===== src/rtl/core/ncr_pkg.sv =====
// Shared types and constants for the numeric character reference decoder.
// No dependencies.
package ncr_pkg;

    localparam int unsigned ByteW  = 8;
    localparam int unsigned AccW   = 32;
    localparam int unsigned CountW = 3;
    localparam int unsigned DigitW = 4;

    localparam logic [ByteW-1:0] ChSemi  = 8'h3B;  // ';'
    localparam logic [ByteW-1:0] ChLowX  = 8'h78;  // 'x'
    localparam logic [ByteW-1:0] ChZero  = 8'h30;  // '0'
    localparam logic [ByteW-1:0] ChNine  = 8'h39;  // '9'
    localparam logic [ByteW-1:0] ChUpA   = 8'h41;  // 'A'
    localparam logic [ByteW-1:0] ChUpF   = 8'h46;  // 'F'
    localparam logic [ByteW-1:0] ChLowA  = 8'h61;  // 'a'
    localparam logic [ByteW-1:0] ChLowF  = 8'h66;  // 'f'

    typedef enum logic [1:0] {
        ST_CONTINUE = 2'd0,
        ST_DEADEND  = 2'd1,
        ST_DONE     = 2'd2
    } ncr_status_t;

    typedef enum logic [2:0] {
        MODE_IDLE = 3'b001,
        MODE_DEC  = 3'b010,
        MODE_HEX  = 3'b100
    } ncr_mode_t;

    // Character class of one input byte.
    typedef struct packed {
        logic              is_semi;
        logic              is_x;
        logic              dec_ok;   // '0'..'9'
        logic              hex_ok;   // '0'..'9', 'A'..'F', 'a'..'f'
        logic [DigitW-1:0] digit;    // value when dec_ok or hex_ok
    } ncr_class_t;

    // One result item.
    typedef struct packed {
        ncr_status_t       status;
        logic [AccW-1:0]   code_point;
        logic [CountW-1:0] byte_count;
    } ncr_result_t;

endpackage


===== src/rtl/core/ncr_classify.sv =====
// Byte classifier: semicolon, 'x', decimal and hex digit decode.
// Depends on ncr_pkg.
module ncr_classify
    import ncr_pkg::*;
(
    input  logic [ByteW-1:0] in_byte,
    output ncr_class_t       cls
);

    logic is_num;
    logic is_upper;
    logic is_lower;

    always_comb begin
        is_num   = (in_byte >= ChZero) && (in_byte <= ChNine);
        is_upper = (in_byte >= ChUpA)  && (in_byte <= ChUpF);
        is_lower = (in_byte >= ChLowA) && (in_byte <= ChLowF);

        cls.is_semi = (in_byte == ChSemi);
        cls.is_x    = (in_byte == ChLowX);
        cls.dec_ok  = is_num;
        cls.hex_ok  = is_num || is_upper || is_lower;

        // Low nibble gives the digit; letters are offset by 9.
        if (is_num) begin
            cls.digit = in_byte[DigitW-1:0];
        end else if (is_upper || is_lower) begin
            cls.digit = in_byte[DigitW-1:0] + DigitW'(9);
        end else begin
            cls.digit = '0;
        end
    end

endmodule


===== src/rtl/core/ncr_parse.sv =====
// Parse state (mode and accumulator) and the per-byte result logic.
// Depends on ncr_pkg; takes the class from ncr_classify.
module ncr_parse
    import ncr_pkg::*;
(
    input  logic        aclk,
    input  logic        aresetn,
    input  logic        advance,
    input  ncr_class_t  cls,
    output ncr_result_t result
);

    ncr_mode_t       mode_reg, mode_next;
    logic [AccW-1:0] acc_reg, acc_next;
    logic [AccW-1:0] acc_dec;
    logic [AccW-1:0] acc_hex;
    logic [AccW-1:0] digit_ext;

    always_comb begin
        digit_ext = AccW'(cls.digit);
        // x10 as x8 + x2, x16 as a shift; both wrap at the word width.
        acc_dec   = (acc_reg << 3) + (acc_reg << 1) + digit_ext;
        acc_hex   = (acc_reg << 4) + digit_ext;
    end

    function automatic logic [CountW-1:0] count_bytes(input logic [AccW-1:0] v);
        logic [CountW-1:0] n;
        priority if (v[31:24] != '0) n = CountW'(4);
        else if (v[23:16] != '0)     n = CountW'(3);
        else if (v[15:8]  != '0)     n = CountW'(2);
        else if (v[7:0]   != '0)     n = CountW'(1);
        else                         n = '0;
        return n;
    endfunction

    always_comb begin
        mode_next         = mode_reg;
        acc_next          = acc_reg;
        result.status     = ST_CONTINUE;
        result.code_point = '0;
        result.byte_count = '0;

        unique case (mode_reg)
            MODE_DEC, MODE_HEX: begin
                if (cls.is_semi) begin
                    result.status     = ST_DONE;
                    result.code_point = acc_reg;
                    result.byte_count = count_bytes(acc_reg);
                    mode_next         = MODE_IDLE;
                end else if (mode_reg == MODE_HEX && cls.hex_ok) begin
                    acc_next = acc_hex;
                end else if (mode_reg == MODE_DEC && cls.dec_ok) begin
                    acc_next = acc_dec;
                end else begin
                    result.status = ST_DEADEND;
                    mode_next     = MODE_IDLE;
                end
            end
            default: begin
                // Idle.
                if (cls.is_x) begin
                    mode_next = MODE_HEX;
                    acc_next  = '0;
                end else if (cls.dec_ok) begin
                    mode_next = MODE_DEC;
                    acc_next  = digit_ext;
                end else begin
                    result.status = ST_DEADEND;
                    mode_next     = MODE_IDLE;
                end
            end
        endcase
    end

    always_ff @(posedge aclk) begin
        if (!aresetn) begin
            mode_reg <= MODE_IDLE;
            acc_reg  <= '0;
        end else if (advance) begin
            mode_reg <= mode_next;
            acc_reg  <= acc_next;
        end
    end

endmodule


===== src/rtl/core/numeric_char_ref_decoder.sv =====
// Top level of the numeric character reference decoder: input register,
// parse logic, result register. Depends on ncr_pkg, ncr_classify, ncr_parse.
//
// Usage:
//   Feed the bytes that follow "&#" on the s_ channel, one byte per item.
//   Every byte yields exactly one item on the m_ channel:
//     status continue  - byte taken ('x' or a digit of the current base)
//     status dead end  - byte not valid here; parser back to idle
//     status complete  - ';' closed the reference; m_code_point holds the
//                        value (mod 2^32), m_byte_count its length in bytes
//                        after leading zero bytes are dropped (0 for zero).
//   code point and byte count read zero unless status is complete.
// Registers: the input register loads at the s_ accept edge and the result
//   register when the item advances, which sets m_valid. Throughput: 1 item
//   per cycle while m_ready stays high; the decimal/hex multiply-add is a
//   shift-add that fits between the two registers.
// Stall: when m_ready is low the result register holds and the input
//   register fills; s_ready drops once both are occupied. No item is lost.
// Reset (aresetn low, synchronous): both registers empty, parser idle,
//   accumulator zero.
module numeric_char_ref_decoder
    import ncr_pkg::*;
(
    input  logic              aclk,
    input  logic              aresetn,

    input  logic              s_valid,
    output logic              s_ready,
    input  logic [ByteW-1:0]  s_in_byte,

    output logic              m_valid,
    input  logic              m_ready,
    output logic [1:0]        m_result_status,
    output logic [AccW-1:0]   m_code_point,
    output logic [CountW-1:0] m_byte_count
);

    // Input register.
    logic             in_valid_reg;
    logic [ByteW-1:0] in_byte_reg;

    // Result register.
    logic             out_valid_reg;
    ncr_result_t      out_reg;

    ncr_class_t  cls;
    ncr_result_t result;
    logic        advance;  // item moves from input to result register

    assign advance = in_valid_reg && (!out_valid_reg || m_ready);
    assign s_ready = !in_valid_reg || advance;

    always_ff @(posedge aclk) begin
        if (!aresetn) begin
            in_valid_reg <= 1'b0;
        end else if (s_ready) begin
            in_valid_reg <= s_valid;
        end
    end

    always_ff @(posedge aclk) begin
        if (s_ready && s_valid) begin
            in_byte_reg <= s_in_byte;
        end
    end

    ncr_classify u_classify (
        .in_byte (in_byte_reg),
        .cls     (cls)
    );

    // Parser state commits only when the item advances.
    ncr_parse u_parse (
        .aclk    (aclk),
        .aresetn (aresetn),
        .advance (advance),
        .cls     (cls),
        .result  (result)
    );

    always_ff @(posedge aclk) begin
        if (!aresetn) begin
            out_valid_reg <= 1'b0;
        end else if (advance) begin
            out_valid_reg <= 1'b1;
        end else if (m_ready) begin
            out_valid_reg <= 1'b0;
        end
    end

    always_ff @(posedge aclk) begin
        if (advance) begin
            out_reg <= result;
        end
    end

    assign m_valid         = out_valid_reg;
    assign m_result_status = out_reg.status;
    assign m_code_point    = out_reg.code_point;
    assign m_byte_count    = out_reg.byte_count;

endmodule


===== config.mk =====
export PLATFORM = sky130hd
export DESIGN_NAME = numeric_char_ref_decoder
export DESIGN_NICKNAME = d
export VERILOG_FILES = /design/src/rtl/core/ncr_pkg.sv /design/src/rtl/core/ncr_classify.sv /design/src/rtl/core/ncr_parse.sv /design/src/rtl/core/numeric_char_ref_decoder.sv
export SDC_FILE = /design/constraint.sdc
export NUM_CORES = 1
export LEC_CHECK = 0
export ABC_AREA = 1
export ABC_CLOCK_PERIOD_IN_PS = 4100
export BUFFER_PORTS_ARGS = -buffer_cell sky130_fd_sc_hd__buf_2
export CAP_MARGIN = 20
export CORE_MARGIN = 4
export CORE_UTILIZATION = 30
export CTS_CLUSTER_DIAMETER = 100
export DETAILED_ROUTE_END_ITERATION = 10
export PLACE_DENSITY = 0.51
export SETUP_SLACK_MARGIN = 0.05
export SYNTH_ARGS = -nofsm -noshare
export SYNTH_HDL_FRONTEND = slang
export SYNTH_HIERARCHICAL = 1
export SYNTH_SLANG_ARGS = --single-unit

===== constraint.sdc =====
create_clock -name aclk -period 4.1 [get_ports aclk]
set_input_delay 1.23 -clock aclk [delete_from_list [all_inputs] [get_ports aclk]]
set_output_delay 1.23 -clock aclk [all_outputs]
set_load 0.02 [all_outputs]

==> results of run 1 <==
-- per-stage QoR --
stage	std cells	util	setup slack, ns	power, mW	instance area (µm²)
floorplan	906	-	0.634	0.973	6270
global placement	1214	0.335	0.741	1.01	6820
detailed placement	1214	0.335	0.692	1.01	6820
CTS	1230	0.350	0.681	1.87	7140
global route	1230	0.350	0.285	1.91	7140
finish	1230	0.350	0.676	1.85	7140
-- routing by layer --
metal / global-route usage / part of all wire / up-vias / wire [µm]
li1: - / - / 2991 / -
met1: 0.211 / 0.48 / 2687 / 8680
met2: 0.266 / 0.47 / 117 / 8480
met3: 0.0236 / 0.035 / 17 / 625
met4: 0.0276 / 0.013 / 0 / 235
met5: 0 / 0 / - / 0
-- power breakdown --
part / internal (mW) / switching (mW) / total [mW]
Sequential: 0.886 / 0.00982 / 0.895
Combinational: 0.0271 / 0.0655 / 0.0926
Clock: 0.509 / 0.352 / 0.861
-- cell type report --
| class | count | area [µm²] |
|---|---|---|
| inverters | 152 | 573 |
| clock buffers | 11 | 253 |
| well taps | 270 | 338 |
| repair buffers | 55 | 288 |
| flip-flops and latches | 82 | 2090 |
| fillers | 2214 | 13200 |
| multi-input cells | 655 | 3530 |
| clock inverters | 5 | 61.3 |
-- worst max-delay path by stage --
stage,from,to,slack (ns),cells after the start
2_1_floorplan,m_ready,u_parse/acc_reg[16]$_SDFFE_PN0P_,0.63,9
6_report,in_byte_reg[1]$_DFFE_PP_,u_parse/acc_reg[26]$_SDFFE_PN0P_,0.68,21
3_3_place_gp,in_byte_reg[1]$_DFFE_PP_,u_parse/acc_reg[29]$_SDFFE_PN0P_,0.74,21
3_5_place_dp,in_byte_reg[1]$_DFFE_PP_,u_parse/acc_reg[18]$_SDFFE_PN0P_,0.69,20
5_1_grt,in_byte_reg[1]$_DFFE_PP_,u_parse/acc_reg[14]$_SDFFE_PN0P_,0.28,19
4_1_cts,in_byte_reg[1]$_DFFE_PP_,u_parse/acc_reg[18]$_SDFFE_PN0P_,0.68,20
-- layout by cell type, fill, tap and decap left out, types with 2 or more instances in the layout --
cell type and n:
inv_2 3, inv_1 147, o21ai_1 3, clkbuf_8 2, edfxtp_1 45, xor2_1 9, nand3_1 56, a21oi_1 64
o21bai_1 5, dfxtp_1 37, clkbuf_16 9, nand2_2 6, o211ai_1 10, fa_1 2, ha_1 62, nand2_1 287
nor4_1 2, nor2_1 92, o21ai_0 10, a31oi_1 2, a21oi_2 6, nand3b_1 3, xnor2_1 4, a21o_1 2
buf_4 5, clkinv_4 2, nand2_4 2, nand4_1 10, nand3_2 2, nor2_2 5, a211oi_1 2, buf_2 50
-- worst min-delay path, cell delays in order (launching register included) --
cell	delay (ns)
dfxtp_1	0.31
nand2_1	0.06
a21oi_1	0.05
-- kinds of logic (layout without fill, tap and decap cells) --
family          after synthesis  count (layout)
simple gates                472             472
xor+xnor                     13              13
flops                        82              82
buf+inv                     169             223
compound gates              106             106
fa+ha+maj                    64              64
==> results.yml, run 1 <==
hold_path:
  hold_path.class: "reg -> reg"
  min_to: "u_parse/acc_reg[31]$_SDFFE_PN0P_"
  worst_hold_path.num_cells: 2
  worst_hold_startpoint: "u_parse/acc_reg[31]$_SDFFE_PN0P_"
synthesis:
  average_footprint_of_a_synthesized_cell_um2: 6.92
  flip_flop_and_latch_count_after_synthesis: 82
  mappedNetlistNets: 982
  synth_flop_cell: "edfxtp_1"
  synth_top_family_by_area: "simple AND/OR/NAND/NOR gates"
  synth.most_common_cell: "nand2_1"
  ys_async_sr_fraction: 0
  synth_simple_gate_area_share: 0.317
  synth_compound_gate_area_share: 0.0966
  synth.area.mux_share: 0
  yosys-top-cells-area: "edfxtp_1, nand2_1, ha_1"
  synth_edf_count: 45
  yosys.area_share.xor_xnor: 0.0182
  post_synth_num_cell_types: 42
  synth_top_cells_by_count: "nand2_1, inv_1, nor2_1, a21oi_1, ha_1"
  postSynthCellCount: 906
  synth_area_leader_cell: "edfxtp_1"
  synth.yosys.warnings: 6
  post_synth_adder_cell_area: 0.130
  netlist.area_leader.share: 0.216
  syn-cell-area_um2: 6270
  seq_area_frac_synth: 0.334
critical_path:
  critical_path_buf_inv_count: 3
  cp_top_family: "simple AND/OR/NAND/NOR gates"
  crit_path_max_fanout: 4
  worst-endpoint-arrival_ns: 3.70
  crit_path_cell_trace: "inv_1 > ha_1 > nand3b_1 > nand2_1 > nand2_2 > nand2_1 > o21ai_1 > inv_1 > fa_1 > fa_1 > inv_1 > nand3_1 > nand3_1 > nand2_1 > nand2_1 > nand2_1 > nand3_1 > nand2_1 > nand3_1 > nand2_1 > a21oi_1"
  timing.critical_path.slowest_cell_delay_ns: 0.53
  critical_path.endpoint_type: "flip-flop"
  r2r-start: "in_byte_reg[1]$_DFFE_PP_"
  critical_path.startpoint_type: "flip-flop"
  reg2reg_setup_slack_ns: 0.68
  timing.setup.critical_path_class: "reg -> reg"
  cells_on_worst_reg2reg_path: 21
  regToRegEndpoint: "u_parse/acc_reg[26]$_SDFFE_PN0P_"
  critical_path.most_common_cell: "nand2_1"
  critical_path_required_ns: 4.37
  cpMaxStageDelayCell: "fa_1"
cells_and_area:
  antenna-diode-count: 0
  nets: 1031
  drive_above_1_share: 0.105
  synth_to_final_area_change_pct: 13.9
global_route:
  grt_start_max_net_pins: 39
  grt_antenna_before_repair: 0
  grt_remaining_overflow: 0
  grt_first_pass_wirelength_mm: 29.5
  first_global_vias: 5592
  grt_util_all_layers: 0.155
drt:
  drc_violation_count_after_routing: 0
  route.detailed.vias_per_inst: 4.73
  finalWirelength_mm: 18.0
  drt-initial-drc-count: 377
  detail-route-antenna-nets: 0
  detail_route.wl_per_cell_um: 14.6
  drt_pre_antenna_iters: 5
  route.vias.total: 5812
timing:
  totalNegativeSetupSlack_ns: 0
  final.min_clock_period_ns: 3.42
  skew_ns: 0.00982
  rsz0062_at_grt: "false"
  fin_worst_hold_slack_ns: 0.463
  slew_viol_final: 0
  post-route-period-util: 0.835
  worst_pin_slew_ns: 0.984
  finalSetupViolations: 0
  max_frequency_mhz: 292
  timing_hold_violations_final: 0
  max-slew-margin-rel: 0.343
cts:
  insertion_delay_to_the_later_sink_of_the_worst_skew_pair_ns: 0.34
  cts-resized-gates: 0
  h-tree-depth: 3
  cts_hold_buf: 0
  cts.path.max_buffers: 2
  clock_tree_from_tritoncts: "done"
  cts_root_buf: "clkbuf_16"
  post-cts-setup-buffer-count: 0
  cts.clk_slew.worst_paths_ns: 0.07
  cts_inserted_buffers: 9
  numClockSinks: 82
die:
  floorplan.die_area_um2: 23300
  initial_utilization: 0.308
  die_h_um: 153
  placementRows: 52
  core_region_area_um2: 20400
  dieWidth_um: 153
  io_pins: 51
power_and_ir_drop:
  power.density_cell_area_nw_per_um2: 259
  max_rail_drop_vdd_mv: 0.184
  leakage_nw: 3.61
run:
  max-cap-violations: 0
outcome:
  outcome: "finished, final reports clean"
placement:
  dp_hpwl_mm: 13.9
  io_buffer_count: 50
  routabilityCongestion: 0.823
No activity file was read; power rests on OpenSTA's default activity.
==> run 2, diff against run 1 <==
- ABC_CLOCK_PERIOD_IN_PS: 4100 -> 2900
- clock period: 4.1 -> 2.9 ns (I/O delays scaled with it)
==> results.yml, run 2 (same netlist as run 1, synthesis figures left out) <==
cts:
  insertion_delay_to_the_later_sink_of_the_worst_skew_pair_ns: 0.36
  clock_tree_from_tritoncts: "done"
  cts.clk_slew.worst_paths_ns: 0.08
  cts_inserted_buffers: 9
  cts.path.max_buffers: 2
  numClockSinks: 82
  cts_root_buf: "clkbuf_16"
  h-tree-depth: 3
outcome:
  outcome: "finished, violations left"
  violated_checks: "setup timing"
placement:
  placed_cells_incl_taps: 1245
  routabilityCongestion: 0.876
  io_buffer_count: 50
  pre_cts_slack_ns: -0.266
  dp_hpwl_mm: 14.0
cells_and_area:
  final_cell_mix: "nand2_1, inv_1, nor2_1"
  synth_to_final_area_change_pct: 26.2
  antenna-diode-count: 0
  drive_above_1_share: 0.219
  layout_commonest_cell: "nand2_1"
  final-instance-count-excl-fill: 1271
  nets: 1072
drt:
  route.vias.total: 5902
  drt-initial-drc-count: 367
  drc_violation_count_after_routing: 0
  drt_pre_antenna_iters: 5
  detail-route-antenna-nets: 0
  detail_route.wl_per_cell_um: 14.4
  finalWirelength_mm: 18.3
  route.detailed.vias_per_inst: 4.64
run:
  max-cap-violations: 0
global_route:
  grt_util_all_layers: 0.159
  grt_start_max_net_pins: 26
  grt_antenna_before_repair: 0
  grt_remaining_overflow: 0
  first_global_vias: 5910
  grt_first_pass_wirelength_mm: 30.0
timing:
  timing_hold_violations_final: 0
  slew_viol_final: 0
  post-route-period-util: 1.05
  finalSetupViolations: 22
  fin_worst_hold_slack_ns: 0.479
  max-slew-margin-rel: 0.641
  max_frequency_mhz: 328
  rsz0062_at_grt: "true"
  skew_ns: 0.0153
  final_worst_setup_slack_ns: -0.145
  final.min_clock_period_ns: 3.05
  worst_pin_slew_ns: 0.532
critical_path:
  critical_path.startpoint_type: "flip-flop"
  crit_path_max_fanout: 4
  crit_path_cell_trace: "ha_4 > nand3b_1 > nand2_1 > nand2_2 > buf_6 > nand3_2 > nand2_2 > ha_4 > ha_4 > inv_2 > fa_2 > inv_2 > nand3_4 > nand3_4 > nand3_2 > nand3_2 > nor2_1 > o21ai_1 > buf_4 > nand3_2 > a21oi_2"
  worst-endpoint-arrival_ns: 3.34
  critical_path_required_ns: 3.19
  timing.setup.critical_path_class: "reg -> reg"
  critical_path.most_common_cell: "nand3_2"
  cp_top_family: "adder cells"
  cpMaxStageDelayCell: "edfxtp_1"
  critical_path.endpoint_type: "flip-flop"
  timing.critical_path.slowest_cell_delay_ns: 0.45
  critical_path_buf_inv_count: 4
power_and_ir_drop:
  p_switching_mw: 0.680
  p_clk_frac: 0.450
  share_of_total_power_in_sequential_cells: 0.487
  comb_power_share: 0.063
  power_switching_share: 0.262
  power.density_cell_area_nw_per_um2: 328
  max_rail_drop_vdd_mv: 0.217
  power_mw: 2.59
  power.internal_mw: 1.91
  leakage_nw: 3.96
die:
  floorplan.die_area_um2: 23300
  dieWidth_um: 153
  placementRows: 52
  io_pins: 51
  die_h_um: 153
  initial_utilization: 0.308
  core_region_area_um2: 20400
hold_path:
  hold_path.class: "reg -> reg"
## run 2: path summary, 6_finish.rpt
| path | startpoint | to | slack (ns) | cells after the start |
|---|---|---|---|---|
| max | in_byte_reg[0]$_DFFE_PP_ | u_parse/acc_reg[14]$_SDFFE_PN0P_ | -0.15 | 21 |
| min | u_parse/acc_reg[31]$_SDFFE_PN0P_ | u_parse/acc_reg[31]$_SDFFE_PN0P_ | 0.48 | 2 |
| max reg2reg | in_byte_reg[0]$_DFFE_PP_ | u_parse/acc_reg[14]$_SDFFE_PN0P_ | -0.15 | 21 |
| min reg2reg | u_parse/acc_reg[31]$_SDFFE_PN0P_ | u_parse/acc_reg[31]$_SDFFE_PN0P_ | 0.48 | 2 |
## run 2: worst min-delay path, stage by stage, from the launching register on
cell     delay [ns]
dfxtp_1        0.32
nand2_1        0.06
a21oi_1        0.05
## run 2: stage by stage
stage	TNS (ns)	instance area, µm²	util
floorplan	0	6300	-
global placement	-2.89	7070	0.347
detailed placement	-4.00	7070	0.347
CTS	-1.43	7700	0.378
global route	-6.73	7910	0.388
finish	-1.63	7910	0.388
## run 2: what timing repair did
action                     4_1_cts  5_1_grt
gates resized for setup         62       47
pin swaps                       36       33
setup endpoints to repair       27       29
buffers inserted                10        2
hold buffers                     0        0
## run 2: layer usage
| layer | share of wire | track usage |
|---|---|---|
| met2 | 0.48 | 0.274 |
| met5 | 0 | 0 |
| met3 | 0.027 | 0.0258 |
| met1 | 0.47 | 0.205 |
| met4 | 0.019 | 0.0475 |
## run 2: power by group through the flow
stage	Sequential [mW]	Combinational [mW]	Clock, mW
6_report	1.26	0.163	1.17
5_1_grt	1.27	0.177	1.26
4_1_cts	1.26	0.161	1.21
3_5_place_dp	1.29	0.152	0
3_3_place_gp	1.29	0.151	0
2_1_floorplan	1.32	0.0610	0
## run 2: cell type report
type	instances	area, µm²
well taps	270	338
multi-input cells	655	3990
clock inverters	7	70.1
inverters	152	573
clock buffers	9	225
flip-flops and latches	82	2090
repair buffers	96	622
fillers	2148	12500
==> run 3, diff against run 2 <==
- BUFFER_PORTS_ARGS: -buffer_cell sky130_fd_sc_hd__buf_2 -> -buffer_cell sky130_fd_sc_hd__buf_4
==> results.yml, run 3 (same netlist as run 1, synthesis figures left out) <==
cells_and_area:
  synth_to_final_area_change_pct: 28.5
  antenna-diode-count: 0
  multi_input_area_um2: 3970
  fill_cells: 2159
  drive_above_1_share: 0.216
  layout_commonest_cell: "nand2_1"
  final_cell_mix: "nand2_1, inv_1, buf_4"
  seq_area_um2: 2090
  nets: 1074
  final-instance-count-excl-fill: 1273
cts:
  cts.path.max_buffers: 2
  cts_root_buf: "clkbuf_16"
  insertion_delay_to_the_later_sink_of_the_worst_skew_pair_ns: 0.35
  h-tree-depth: 3
  clock_tree_from_tritoncts: "done"
  cts.clk_slew.worst_paths_ns: 0.07
  numClockSinks: 82
  cts_inserted_buffers: 9
global_route:
  grt_remaining_overflow: 0
  grt_antenna_before_repair: 0
  grt_start_max_net_pins: 35
  grt_util_all_layers: 0.158
  first_global_vias: 5920
  grt_first_pass_wirelength_mm: 30.1
die:
  dieWidth_um: 153
  floorplan.die_area_um2: 23300
  initial_utilization: 0.308
  placementRows: 52
  core_region_area_um2: 20400
  io_pins: 51
  die_h_um: 153
timing:
  slew_viol_final: 0
  timing_hold_violations_final: 0
  skew_ns: 0.00696
  rsz0062_at_grt: "true"
  max-slew-margin-rel: 0.628
  post-route-period-util: 1.06
  max_frequency_mhz: 325
  worst_pin_slew_ns: 0.553
  final_worst_setup_slack_ns: -0.179
  totalNegativeSetupSlack_ns: -2.52
  final.min_clock_period_ns: 3.08
  finalSetupViolations: 26
critical_path:
  r2r-start: "in_byte_reg[0]$_DFFE_PP_"
  critical_path.startpoint_type: "flip-flop"
  cpMaxStageDelayCell: "fa_2"
  critical_path.most_common_cell: "nand2_2"
  timing.critical_path.slowest_cell_delay_ns: 0.56
  critical_path.endpoint_type: "flip-flop"
  worst-endpoint-arrival_ns: 3.36
  cells_on_worst_reg2reg_path: 22
  crit_path_max_fanout: 3
  timing.setup.critical_path_class: "reg -> reg"
  crit_path_cell_trace: "inv_2 > ha_4 > nand2_2 > nand3_2 > nand2_4 > o21ai_4 > inv_2 > fa_2 > inv_2 > ha_4 > nand2_4 > nor2_4 > nand2_2 > nand3_2 > nand2_2 > nand2_4 > nand2_2 > nand2_1 > nand2_1 > nand3_1 > nand2_1 > a21oi_2"
  reg2reg_setup_slack_ns: -0.18
  critical_path_required_ns: 3.19
  regToRegEndpoint: "u_parse/acc_reg[23]$_SDFFE_PN0P_"
power_and_ir_drop:
  p_clk_frac: 0.478
  share_of_total_power_in_sequential_cells: 0.459
  power.density_cell_area_nw_per_um2: 343
  power.internal_mw: 2.10
  power_switching_share: 0.240
  p_switching_mw: 0.661
  leakage_nw: 4.03
  comb_power_share: 0.064
  max_rail_drop_vdd_mv: 0.258
hold_path:
  worst_hold_startpoint: "u_parse/acc_reg[31]$_SDFFE_PN0P_"
  hold_path.class: "reg -> reg"
  worst_hold_path.num_cells: 2
  min_to: "u_parse/acc_reg[31]$_SDFFE_PN0P_"
drt:
  detail-route-antenna-nets: 0
  drt-initial-drc-count: 373
  drc_violation_count_after_routing: 0
  detail_route.wl_per_cell_um: 14.6
  drt_pre_antenna_iters: 5
  finalWirelength_mm: 18.6
  route.vias.total: 5940
  route.detailed.vias_per_inst: 4.67
placement:
  io_buffer_count: 50
  dp_hpwl_mm: 14.0
  placed_cells_incl_taps: 1245
  routabilityCongestion: 0.887
outcome:
  outcome: "finished, violations left"
  violated_checks: "setup timing"
run:
  max-cap-violations: 0
==> run 3: cell count changes in the layout (fill, tap and decap cells not counted), moves of 3 or more <==
| cell | before | now |
|---|---|---|
| buf_2 | 50 | 0 |
| nand2_1 | 257 | 260 |
| buf_4 | 39 | 93 |
| nand3_4 | 9 | 6 |
| a21oi_2 | 13 | 9 |
| nand2_2 | 27 | 23 |
| a21oi_1 | 57 | 60 |
| nand3_2 | 11 | 16 |
==> run 3: how the worst max path moves through the flow <==
stage	startpoint	end	slack [ns]	depth (start not counted)
after floorplan	in_byte_reg[1]$_DFFE_PP_	u_parse/acc_reg[18]$_SDFFE_PN0P_	0.06	20
after global placement	in_byte_reg[1]$_DFFE_PP_	u_parse/acc_reg[29]$_SDFFE_PN0P_	-0.23	21
after detailed placement	in_byte_reg[0]$_DFFE_PP_	u_parse/acc_reg[29]$_SDFFE_PN0P_	-0.28	20
after CTS	in_byte_reg[0]$_DFFE_PP_	u_parse/acc_reg[23]$_SDFFE_PN0P_	-0.18	21
after global routing	in_byte_reg[0]$_DFFE_PP_	u_parse/acc_reg[30]$_SDFFE_PN0P_	-0.38	24
final	in_byte_reg[0]$_DFFE_PP_	u_parse/acc_reg[23]$_SDFFE_PN0P_	-0.18	22
==> run 3: per-stage QoR <==
step | hold WS, ns | power, mW | worst slack (ns) | instance area (µm²) | util
final | 0.473 | 2.76 | -0.179 | 8060 | 0.396
after global routing | 0.504 | 2.86 | -0.382 | 8060 | 0.396
after CTS | 0.477 | 2.80 | -0.179 | 7850 | 0.385
after detailed placement | 0.462 | 1.46 | -0.275 | 7200 | 0.354
after global placement | 0.458 | 1.46 | -0.226 | 7200 | 0.354
after floorplan | 0.445 | 1.38 | 0.0571 | 6300 | -
==> run 3: cell type report <==
class / count / area share
clock buffer: 9 / 0.0280
clock inverter: 7 / 0.0134
inverter: 152 / 0.0711
multi-input combinational: 655 / 0.492
sequential: 82 / 0.260
tap: 270 / 0.0419
timing repair buffer: 98 / 0.0937
==> run 3: power by group through the flow <==
stage	clock network [mW]	registers, mW	logic, mW
after floorplan	0	1.32	0.0610
after global placement	0	1.29	0.164
after detailed placement	0	1.29	0.165
after CTS	1.36	1.27	0.173
after global routing	1.40	1.27	0.192
final	1.32	1.27	0.176
==> run 3: layer usage <==
layer	track usage	wire, µm	vias up
met4	0.0467	345	0
met3	0.0247	510	20
met2	0.276	9160	95
met1	0.203	8600	2739
met5	0	0	-
li1	-	-	3086
==> run 3: critical path, delay by kind of cell, from the launching register on <==
family / cells / cell delay, ns
adders and majority gates: 3 / 0.99
and+or+nand+nor: 14 / 1.03
AOI/OAI and AO/OA: 2 / 0.29
buffers and inverters: 3 / 0.23
DFF: 1 / 0.46
==> run 3: repair_timing <==
action,in CTS,in global routing
endpoints found under the hold margin,0,0
pin swaps,28,40
hold buffers,0,0
gates resized for setup,60,41
setup endpoints to repair,27,29
buffers inserted,7,6
